===== config.mk =====
export PLATFORM = sky130hd
export DESIGN_NAME = date_time_to_rtc_bcd_flat
export DESIGN_NICKNAME = d
export VERILOG_FILES = /design/src/hdl/dtrb_pkg.sv /design/src/hdl/dtrb_item_if.sv /design/src/hdl/dtrb_result_if.sv /design/src/hdl/dtrb_sub.sv /design/src/hdl/date_time_to_rtc_bcd.sv /design/src/flat_wrapper.sv
export SDC_FILE = /design/constraint.sdc
export NUM_CORES = 1
export LEC_CHECK = 0
export BUFFER_PORTS_ARGS = -buffer_cell sky130_fd_sc_hd__clkbuf_2
export CAP_MARGIN = 40
export CORE_MARGIN = 2
export CORE_UTILIZATION = 37
export DETAILED_ROUTE_END_ITERATION = 10
export MAX_ROUTING_LAYER = met4
export PLACE_DENSITY = 0.66
export SETUP_SLACK_MARGIN = 0.15
export SYNTH_ARGS = -nofsm -noshare
export SYNTH_HDL_FRONTEND = slang
export SYNTH_SLANG_ARGS = --single-unit

===== constraint.sdc =====
create_clock -name clk -period 5.2 [get_ports clk]
set_input_delay 0.52 -clock clk [delete_from_list [all_inputs] [get_ports clk]]
set_output_delay 0.52 -clock clk [all_outputs]
set_load 0.005 [all_outputs]

===== src/hdl/dtrb_pkg.sv =====
package dtrb_pkg;

  // width of the shared subtractor and of the year
  localparam int unsigned WORD_W = 12;

  // 1 january of this year is a monday
  localparam logic [WORD_W-1:0] BASE_YEAR = 12'd1990;
  localparam logic [6:0]        BASE_M100 = 7'(BASE_YEAR % 12'd100);
  localparam logic [8:0]        BASE_M400 = 9'(BASE_YEAR % 12'd400);

  localparam logic [WORD_W-1:0] K400 = 12'd400;
  localparam logic [WORD_W-1:0] K100 = 12'd100;
  localparam logic [WORD_W-1:0] K10  = 12'd10;
  localparam logic [WORD_W-1:0] K7   = 12'd7;

  localparam logic [6:0] M100_LAST = 7'd99;
  localparam logic [8:0] M400_LAST = 9'd399;

  localparam logic [4:0] HOUR_MAX   = 5'd23;
  localparam logic [5:0] MINSEC_MAX = 6'd59;
  localparam logic [3:0] LAST_MONTH = 4'd12;
  localparam logic [3:0] FEB_IDX    = 4'd1;
  localparam logic [3:0] FEB        = 4'd2;

  // order in which the bcd images are produced
  localparam logic [2:0] BCD_SECOND = 3'd0;
  localparam logic [2:0] BCD_MINUTE = 3'd1;
  localparam logic [2:0] BCD_HOUR   = 3'd2;
  localparam logic [2:0] BCD_DAY    = 3'd3;
  localparam logic [2:0] BCD_MONTH  = 3'd4;
  localparam logic [2:0] BCD_YEAR   = 3'd5;
  localparam int unsigned BCD_N     = 6;

  typedef enum logic [2:0] {
    S_IDLE,
    S_MOD400,
    S_MOD100,
    S_YEAR,
    S_MONTH,
    S_DAY7,
    S_BCD,
    S_DONE
  } state_t;

  // month length modulo 7, zero-based month index
  function automatic logic [1:0] month_len_mod7(input logic [3:0] idx);
    logic [1:0] r;
    unique case (idx)
      4'd0, 4'd2, 4'd4, 4'd6, 4'd7, 4'd9, 4'd11: r = 2'd3;
      4'd3, 4'd5, 4'd8, 4'd10:                   r = 2'd2;
      default:                                   r = 2'd0;
    endcase
    return r;
  endfunction

  // days in a month, one-based month number, zero for a month that does not exist
  function automatic logic [4:0] month_days(input logic [3:0] month, input logic leap);
    logic [4:0] r;
    unique case (month)
      4'd1, 4'd3, 4'd5, 4'd7, 4'd8, 4'd10, 4'd12: r = 5'd31;
      4'd4, 4'd6, 4'd9, 4'd11:                    r = 5'd30;
      4'd2:                                       r = leap ? 5'd29 : 5'd28;
      default:                                    r = 5'd0;
    endcase
    return r;
  endfunction

  function automatic logic [2:0] add_mod7(input logic [2:0] a, input logic [1:0] k);
    logic [3:0] s;
    s = {1'b0, a} + {2'b00, k};
    return (s >= 4'd7) ? 3'(s - 4'd7) : s[2:0];
  endfunction

endpackage


===== src/hdl/dtrb_item_if.sv =====
interface dtrb_item_if;
  import dtrb_pkg::*;

  logic       valid;
  logic       ready;
  logic [11:0] year;
  logic [3:0]  month;
  logic [4:0]  day;
  logic [4:0]  hour;
  logic [5:0]  minute;
  logic [5:0]  second;

  modport source (
    output valid, year, month, day, hour, minute, second,
    input  ready
  );

  modport sink (
    input  valid, year, month, day, hour, minute, second,
    output ready
  );
endinterface


===== src/hdl/dtrb_result_if.sv =====
interface dtrb_result_if;
  import dtrb_pkg::*;

  logic       valid;
  logic       ready;
  logic       date_valid;
  logic       time_valid;
  logic [7:0] second_bcd;
  logic [7:0] minute_bcd;
  logic [7:0] hour_bcd;
  logic [2:0] weekday;
  logic [7:0] day_bcd;
  logic [7:0] month_bcd;
  logic [7:0] year_bcd;

  modport source (
    output valid, date_valid, time_valid, second_bcd, minute_bcd, hour_bcd,
           weekday, day_bcd, month_bcd, year_bcd,
    input  ready
  );

  modport sink (
    input  valid, date_valid, time_valid, second_bcd, minute_bcd, hour_bcd,
           weekday, day_bcd, month_bcd, year_bcd,
    output ready
  );
endinterface


===== src/hdl/dtrb_sub.sv =====
module dtrb_sub
  import dtrb_pkg::*;
(
  input  logic [WORD_W-1:0] a,
  input  logic [WORD_W-1:0] b,
  output logic [WORD_W-1:0] diff,
  output logic              ge
);

  logic borrow;

  // one subtract and compare, shared by every reduction step
  assign {borrow, diff} = {1'b0, a} - {1'b0, b};
  assign ge = ~borrow;

endmodule


===== src/hdl/date_time_to_rtc_bcd.sv =====
// channel  dir  modport  payload
// item     in   sink     year[11:0] month[3:0] day[4:0] hour[4:0] minute[5:0] second[5:0]
// result   out  source   date_valid time_valid second/minute/hour_bcd weekday day/month/year_bcd
//
// one item at a time; item.ready is high only when the sequencer is idle
// per item the sequencer runs a mod-400 reduction, a mod-100 reduction, a walk over the
//   years from 1990 up to the effective year, a walk over the months before the given one,
//   a mod-7 reduction, 6 bcd digits by repeated subtraction of ten and the hand-over;
//   the year walk dominates
// the result sits in an output register, so a new item is taken while it waits;
//   a stalled result only holds the sequencer at its last step
// rst is synchronous and clears the sequencer and the result valid, no clearing pass
module date_time_to_rtc_bcd
  import dtrb_pkg::*;
(
  input  logic          clk,
  input  logic          rst,
  dtrb_item_if.sink     item,
  dtrb_result_if.source result
);

  // control
  state_t state, state_next;
  logic   out_valid, out_valid_next;

  // captured item
  logic [11:0] year_r;
  logic [3:0]  month_r;
  logic [4:0]  day_r;
  logic [4:0]  hour_r;
  logic [5:0]  minute_r;
  logic [5:0]  second_r;

  // working registers
  logic [WORD_W-1:0] rem, rem_next;
  logic              z400, z400_next;
  logic [6:0]        r100, r100_next;
  logic              leap_raw, leap_raw_next;
  logic [11:0]       y_cnt, y_cnt_next;
  logic [6:0]        m100, m100_next;
  logic [8:0]        m400, m400_next;
  logic [2:0]        acc, acc_next;
  logic              ey_leap, ey_leap_next;
  logic [3:0]        mcnt, mcnt_next;
  logic [3:0]        mlim, mlim_next;
  logic [2:0]        wday, wday_next;
  logic [2:0]        bidx, bidx_next;
  logic [3:0]        tens, tens_next;
  logic [7:0]        bcd [BCD_N];
  logic              bcd_we;

  // result register
  logic       o_date_valid, o_time_valid;
  logic [7:0] o_second, o_minute, o_hour, o_day, o_month, o_year;
  logic [2:0] o_weekday;
  logic       load_out;

  // shared subtractor
  logic [WORD_W-1:0] sub_b, sub_diff;
  logic              sub_ge;

  logic        accept;
  logic [11:0] ey;
  logic        y_leap;
  logic [6:0]  bcd_src;
  logic        date_ok, time_ok;
  logic [2:0]  bidx_inc;

  dtrb_sub u_sub (
    .a    (rem),
    .b    (sub_b),
    .diff (sub_diff),
    .ge   (sub_ge)
  );

  assign item.ready = (state == S_IDLE);
  assign accept     = item.valid & item.ready;

  // years before the base count as the base year
  assign ey     = (year_r < BASE_YEAR) ? BASE_YEAR : year_r;
  assign y_leap = ((y_cnt[1:0] == 2'b00) && (m100 != 7'd0)) || (m400 == 9'd0);

  assign bidx_inc = bidx + 3'd1;

  // value to split into tens and units for the next bcd image
  always_comb begin
    unique case (bidx_inc)
      BCD_MINUTE: bcd_src = {1'b0, minute_r};
      BCD_HOUR:   bcd_src = {2'b00, hour_r};
      BCD_DAY:    bcd_src = {2'b00, day_r};
      BCD_MONTH:  bcd_src = {3'b000, month_r};
      BCD_YEAR:   bcd_src = r100;
      default:    bcd_src = {1'b0, second_r};
    endcase
  end

  always_comb begin
    unique case (state)
      S_MOD400: sub_b = K400;
      S_MOD100: sub_b = K100;
      S_DAY7:   sub_b = K7;
      S_BCD:    sub_b = K10;
      default:  sub_b = '0;
    endcase
  end

  assign date_ok = (month_r >= 4'd1) && (month_r <= LAST_MONTH) && (day_r != 5'd0) &&
                   (day_r <= month_days(month_r, leap_raw));
  assign time_ok = (hour_r <= HOUR_MAX) && (minute_r <= MINSEC_MAX) &&
                   (second_r <= MINSEC_MAX);

  always_comb begin
    state_next     = state;
    out_valid_next = out_valid;
    rem_next       = rem;
    z400_next      = z400;
    r100_next      = r100;
    leap_raw_next  = leap_raw;
    y_cnt_next     = y_cnt;
    m100_next      = m100;
    m400_next      = m400;
    acc_next       = acc;
    ey_leap_next   = ey_leap;
    mcnt_next      = mcnt;
    mlim_next      = mlim;
    wday_next      = wday;
    bidx_next      = bidx;
    tens_next      = tens;
    bcd_we         = 1'b0;
    load_out       = 1'b0;

    if (out_valid && result.ready) begin
      out_valid_next = 1'b0;
    end

    unique case (state)
      S_IDLE: begin
        if (accept) begin
          rem_next   = item.year;
          state_next = S_MOD400;
        end
      end
      // year modulo 400
      S_MOD400: begin
        if (sub_ge) begin
          rem_next = sub_diff;
        end else begin
          z400_next  = (rem == '0);
          state_next = S_MOD100;
        end
      end
      // year modulo 100, then leap flag of the raw year
      S_MOD100: begin
        if (sub_ge) begin
          rem_next = sub_diff;
        end else begin
          r100_next     = rem[6:0];
          leap_raw_next = ((year_r[1:0] == 2'b00) && (rem != '0)) || z400;
          y_cnt_next    = BASE_YEAR;
          m100_next     = BASE_M100;
          m400_next     = BASE_M400;
          acc_next      = 3'd0;
          state_next    = S_YEAR;
        end
      end
      // one year per cycle, 365 or 366 days reduced mod 7 to 1 or 2
      S_YEAR: begin
        if (y_cnt == ey) begin
          ey_leap_next = y_leap;
          mcnt_next    = 4'd0;
          if (month_r == 4'd0) begin
            mlim_next = 4'd0;
          end else if (month_r > LAST_MONTH) begin
            mlim_next = LAST_MONTH;
          end else begin
            mlim_next = month_r - 4'd1;
          end
          state_next = S_MONTH;
        end else begin
          acc_next   = add_mod7(acc, y_leap ? 2'd2 : 2'd1);
          y_cnt_next = y_cnt + 12'd1;
          m100_next  = (m100 == M100_LAST) ? 7'd0 : m100 + 7'd1;
          m400_next  = (m400 == M400_LAST) ? 9'd0 : m400 + 9'd1;
        end
      end
      // one month per cycle, february gains a day in a leap year
      S_MONTH: begin
        if (mcnt == mlim) begin
          rem_next   = WORD_W'(acc) + WORD_W'(day_r);
          state_next = S_DAY7;
        end else begin
          acc_next  = add_mod7(acc, month_len_mod7(mcnt) +
                               {1'b0, (mcnt == FEB_IDX) && ey_leap});
          mcnt_next = mcnt + 4'd1;
        end
      end
      // add the day and reduce mod 7, zero means sunday
      S_DAY7: begin
        if (sub_ge) begin
          rem_next = sub_diff;
        end else begin
          wday_next  = (rem[2:0] == 3'd0) ? 3'd7 : rem[2:0];
          bidx_next  = BCD_SECOND;
          rem_next   = WORD_W'(second_r);
          tens_next  = 4'd0;
          state_next = S_BCD;
        end
      end
      // tens by repeated subtraction of ten
      S_BCD: begin
        if (sub_ge) begin
          rem_next  = sub_diff;
          tens_next = tens + 4'd1;
        end else begin
          bcd_we = 1'b1;
          if (bidx == BCD_YEAR) begin
            state_next = S_DONE;
          end else begin
            bidx_next = bidx_inc;
            rem_next  = WORD_W'(bcd_src);
            tens_next = 4'd0;
          end
        end
      end
      // hand over once the result register is free
      S_DONE: begin
        if (!out_valid || result.ready) begin
          load_out       = 1'b1;
          out_valid_next = 1'b1;
          state_next     = S_IDLE;
        end
      end
      default: begin
        state_next = S_IDLE;
      end
    endcase
  end

  always_ff @(posedge clk) begin
    if (rst) begin
      state     <= S_IDLE;
      out_valid <= 1'b0;
    end else begin
      state     <= state_next;
      out_valid <= out_valid_next;
    end
  end

  always_ff @(posedge clk) begin
    if (accept) begin
      year_r   <= item.year;
      month_r  <= item.month;
      day_r    <= item.day;
      hour_r   <= item.hour;
      minute_r <= item.minute;
      second_r <= item.second;
    end
    rem      <= rem_next;
    z400     <= z400_next;
    r100     <= r100_next;
    leap_raw <= leap_raw_next;
    y_cnt    <= y_cnt_next;
    m100     <= m100_next;
    m400     <= m400_next;
    acc      <= acc_next;
    ey_leap  <= ey_leap_next;
    mcnt     <= mcnt_next;
    mlim     <= mlim_next;
    wday     <= wday_next;
    bidx     <= bidx_next;
    tens     <= tens_next;
    if (bcd_we) begin
      bcd[bidx] <= {tens, rem[3:0]};
    end
    if (load_out) begin
      o_date_valid <= date_ok;
      o_time_valid <= time_ok;
      o_second     <= bcd[BCD_SECOND];
      o_minute     <= bcd[BCD_MINUTE];
      o_hour       <= bcd[BCD_HOUR];
      o_day        <= bcd[BCD_DAY];
      o_month      <= bcd[BCD_MONTH];
      o_year       <= bcd[BCD_YEAR];
      o_weekday    <= wday;
    end
  end

  assign result.valid      = out_valid;
  assign result.date_valid = o_date_valid;
  assign result.time_valid = o_time_valid;
  assign result.second_bcd = o_second;
  assign result.minute_bcd = o_minute;
  assign result.hour_bcd   = o_hour;
  assign result.weekday    = o_weekday;
  assign result.day_bcd    = o_day;
  assign result.month_bcd  = o_month;
  assign result.year_bcd   = o_year;

  // a taken item keeps the sequencer busy for at least the next cycle
  a_busy_after_accept: assert property (@(posedge clk) disable iff (rst)
    accept |=> !item.ready)
    else $error("item accepted while sequencer still idle");

  // the year walk never passes its target
  a_year_walk_bound: assert property (@(posedge clk) disable iff (rst)
    (state == S_YEAR) |-> (y_cnt <= ey))
    else $error("year walk overran target");

  // the leap counters stay in range and in step with each other while walking
  a_leap_counters: assert property (@(posedge clk) disable iff (rst)
    (state == S_YEAR) |-> ((m100 <= M100_LAST) && (m400 <= M400_LAST) &&
                           (m400 % 9'd100 == 9'(m100))))
    else $error("leap counters out of step");

  // digit extraction only sees values below one hundred
  a_bcd_range: assert property (@(posedge clk) disable iff (rst)
    (state == S_BCD) |-> ((rem < K100) && (tens <= 4'd9)))
    else $error("bcd operand out of range");

  // a new result always carries a weekday from monday to sunday
  a_weekday_range: assert property (@(posedge clk) disable iff (rst)
    $rose(out_valid) |-> (o_weekday != 3'd0))
    else $error("weekday zero on result");

endmodule

===== src/flat_wrapper.sv =====
// flat-port wrapper written by rule: the top's interface ports become plain ports
module date_time_to_rtc_bcd_flat import dtrb_pkg::*;
  (clk, rst, item_valid, item_year, item_month, item_day, item_hour, item_minute, item_second, item_ready, result_valid, result_date_valid, result_time_valid, result_second_bcd, result_minute_bcd, result_hour_bcd, result_weekday, result_day_bcd, result_month_bcd, result_year_bcd, result_ready);
  dtrb_item_if item_i ();
  dtrb_result_if result_i ();
  input  logic clk;
  input  logic rst;
  input wire logic [$bits(item_i.valid)-1:0] item_valid;
  input wire logic [$bits(item_i.year)-1:0] item_year;
  input wire logic [$bits(item_i.month)-1:0] item_month;
  input wire logic [$bits(item_i.day)-1:0] item_day;
  input wire logic [$bits(item_i.hour)-1:0] item_hour;
  input wire logic [$bits(item_i.minute)-1:0] item_minute;
  input wire logic [$bits(item_i.second)-1:0] item_second;
  output wire logic [$bits(item_i.ready)-1:0] item_ready;
  output wire logic [$bits(result_i.valid)-1:0] result_valid;
  output wire logic [$bits(result_i.date_valid)-1:0] result_date_valid;
  output wire logic [$bits(result_i.time_valid)-1:0] result_time_valid;
  output wire logic [$bits(result_i.second_bcd)-1:0] result_second_bcd;
  output wire logic [$bits(result_i.minute_bcd)-1:0] result_minute_bcd;
  output wire logic [$bits(result_i.hour_bcd)-1:0] result_hour_bcd;
  output wire logic [$bits(result_i.weekday)-1:0] result_weekday;
  output wire logic [$bits(result_i.day_bcd)-1:0] result_day_bcd;
  output wire logic [$bits(result_i.month_bcd)-1:0] result_month_bcd;
  output wire logic [$bits(result_i.year_bcd)-1:0] result_year_bcd;
  input wire logic [$bits(result_i.ready)-1:0] result_ready;
  assign item_i.valid = item_valid;
  assign item_i.year = item_year;
  assign item_i.month = item_month;
  assign item_i.day = item_day;
  assign item_i.hour = item_hour;
  assign item_i.minute = item_minute;
  assign item_i.second = item_second;
  assign item_ready = item_i.ready;
  assign result_valid = result_i.valid;
  assign result_date_valid = result_i.date_valid;
  assign result_time_valid = result_i.time_valid;
  assign result_second_bcd = result_i.second_bcd;
  assign result_minute_bcd = result_i.minute_bcd;
  assign result_hour_bcd = result_i.hour_bcd;
  assign result_weekday = result_i.weekday;
  assign result_day_bcd = result_i.day_bcd;
  assign result_month_bcd = result_i.month_bcd;
  assign result_year_bcd = result_i.year_bcd;
  assign result_i.ready = result_ready;
  date_time_to_rtc_bcd u_core (.clk(clk), .rst(rst), .item(item_i), .result(result_i));
endmodule

==> results.cfg <==
[run_status]
status = completed

[layout]
drive_gt1_share_pct = 18.64
n_fill_cell = 2442
final_cells = 1237
final_area_um2 = 11700
layout.nets = 967
area_delta_synth_final_pct = 16.16
insertedDiodeCount = 0

[timing]
max_freq_mhz = 232.3
hold_violations = 0
tns_ps = 0
rsz0062_at_grt = no
relSlewSlack_pct = 40.12
finalWorstSetupSlack_ps = 895.8
finClkSkew_ps = 22.04
period_share_pct = 82.77
drv_slew = 0
worstMarginPinSlew_ps = 890.8
finalCriticalPeriod_ps = 4304
setup_violations = 0

[yosys]
synth_fp_nets = 858
yosys-top-cells-area = edfxtp_1 (63%), ha_1 (5.2%), nand2_1 (2.5%)
yosys.area_share.simple_pct = 12.99
synth_largest_area_cell = edfxtp_1
synth-xor-area-share_pct = 4.074
avgSynthCellArea_um2 = 13.08
synthMuxAreaShare_pct = 1.056
synth_top_family_by_area = simple AND/OR/NAND/NOR gates
yosysSeqAreaShare_pct = 63.79
synthArstFlopShare_pct = 0
synthCells = 770
synth-main-ff-cell = edfxtp_1
ys_warn_count = 0
synth_fa_ha_area_share_pct = 6.012
synth-edff-count = 210
synth_compound_area_share_pct = 9.875
synth_top_area_share_pct = 62.60
yosysUniqueCellTypes = 79
syn_area_um2 = 10070
synth_seq_cells = 216

[worst_setup_path]
critPathLaunchType = flop
cp_data_required_time_ps = 5350
path_max_fanout = 14
critPathKind = flop to flop
critPathCaptureType = flop
crit_arrival_ps = 4450
crit_start = u_core.state[1]$_SDFFE_PP0P_
r2r_start = u_core.state[1]$_SDFFE_PP0P_

[clock_network]
clock_path_buffers = 3
hold_buffers = 0
cts_resized = 0
clk_transition_reported_paths_ps = 60
cts-buffers-inserted = 23
clockRootBuffer = clkbuf_16
post-cts-setup-buffers = 0
clock-sinks = 216
clk_latency_ps = 530
cts_tree = built
cts_max_level = 1

[grt]
grt_pass1_wl_um = 34090
grt.overflow.total = 0
grt_pass1_vias = 6109
grtUsageTotal_pct = 15.56
antenna_found_initial = 0
grt_max_degree = 55

[drt]
routed-via-count = 6521
antenna_left = 0
dr.first_iter.drc_count = 570
wire_per_inst_um = 17.62
drt-total-wl_um = 21790
drc = 0
drt_pass1_iterations = 7
via_per_inst = 5.272

[floorplanning]
start_util_pct = 37.48
fp.coreArea_um2 = 26880
dieArea_um2 = 28560
rows = 60
io_pins = 97
die_y_um = 169
fp.dieW_um = 169

[pwr]
totalPowerFinal_w = 0.004822
ir_drop_v = 0.0001986
p_per_area_nw_per_um2 = 412.1
p_leak_nw = 4.284

[flow_run]
cap_violations = 0

[placed_design]
dp_hpwl_um = 15660
numPortBuffers = 96
dp_slack_ps = 937.6
dpl_cell_area_um2 = 10970
dp_cells = 1195
gp_congestion = 0.8659

[hold_path]
min_from = item_day[3]
hold_class = input port to flop
-- final timing paths --
| kind | to | slack [ps] | depth (start not counted) |
|---|---|---|---|
| max | u_core.bcd[0][1]$_DFFE_PP_ | 900 | 11 |
| min | u_core.day_r[3]$_DFFE_PP_ | 160 | 1 |
| max reg2reg | u_core.bcd[0][1]$_DFFE_PP_ | 900 | 11 |
| min reg2reg | u_core.result.weekday[1]$_DFFE_PP_ | 420 | 0 |
-- worst max-delay path, stage by stage, from the launching register on --
cell	delay, ps
dfxtp_1	560
and2b_1	260
and2_1	300
clkinv_1	300
ha_1	400
o21ai_0	300
a21oi_1	130
o211ai_1	190
buf_4	170
and2_1	320
nand2_1	280
nor4_2	730
-- registers in the layout (all words and copies together) (netlist names), 9 cells and up, named ones only --
register and cells:
u_core.bcd 48, u_core.year_r 12, u_core.m400 9, u_core.y_cnt 12, u_core.rem 12
-- power by group --
part | switching, W | internal (W)
clock network | 0.000666 | 0.000926
registers | 0.000194 | 0.00213
logic | 0.000532 | 0.000372
-- logic make-up (layout without fill, tap and decap cells) --
kind of cell	after synthesis	count (layout)
xor gates and xnor gates	46	46
and+or+nand+nor	252	252
AOI/OAI and AO/OA	146	146
buffers and inverters	54	180
adders and majority gates	46	46
DFF	216	216
muxes	10	10
-- cells in the mapped netlist, types with 5 or more instances --
cell type	count
inv_1	34
nor2_1	56
dfxtp_1	6
xnor2_1	22
o21ai_0	37
a21o_1	6
a221oi_1	5
or2_2	6
nor3_1	15
a31oi_1	6
nor4_1	11
and2_1	7
nand2_1	66
ha_1	42
a21oi_1	29
clkbuf_1	13
nor2b_1	10
or3_1	7
mux2i_1	8
o22ai_1	6
a22oi_1	5
edfxtp_1	210
and3_1	10
nand3_1	27
xor2_1	23
-- cells in the final DEF, fill, tap and decap left out, drive strengths merged, types with 8 or more instances in the layout --
master / instances
a21oi: 29
and2: 8
and3: 11
clkbuf: 126
edfxtp: 210
ha: 42
inv: 36
mux2i: 8
nand2: 66
nand3: 27
nor2: 56
nor2b: 11
nor3: 15
nor4: 12
o21ai: 38
xnor2: 23
xor2: 23
-- per-stage QoR --
step	util, %	hold WS, ps
after detailed placement	40.81	404.5
after CTS	43.54	149.0
final	43.54	164.6
after global placement	40.79	401.1
after global routing	43.54	148.7
after floorplan	-	400.3
-- final cells by class --
cell class | count | area, um2 | area share, %
clock buffers | 30 | 601.8 | 5.143
clock inverters | 12 | 131.4 | 1.123
inverters | 35 | 131.4 | 1.123
multi-input cells | 500 | 3453 | 29.51
flip-flops and latches | 216 | 6426 | 54.92
well taps | 341 | 426.7 | 3.646
repair buffers | 103 | 530.5 | 4.534
-- per-layer routing --
layer	GRT usage [%]	vias up	share of wire, %
met4	3.939	0	1.7
met2	24.55	199	47
met5	-	-	0
li1	-	3144	-
met3	2.128	27	5.8
met1	21.42	3151	46
Power figures use the tool's default switching activity.
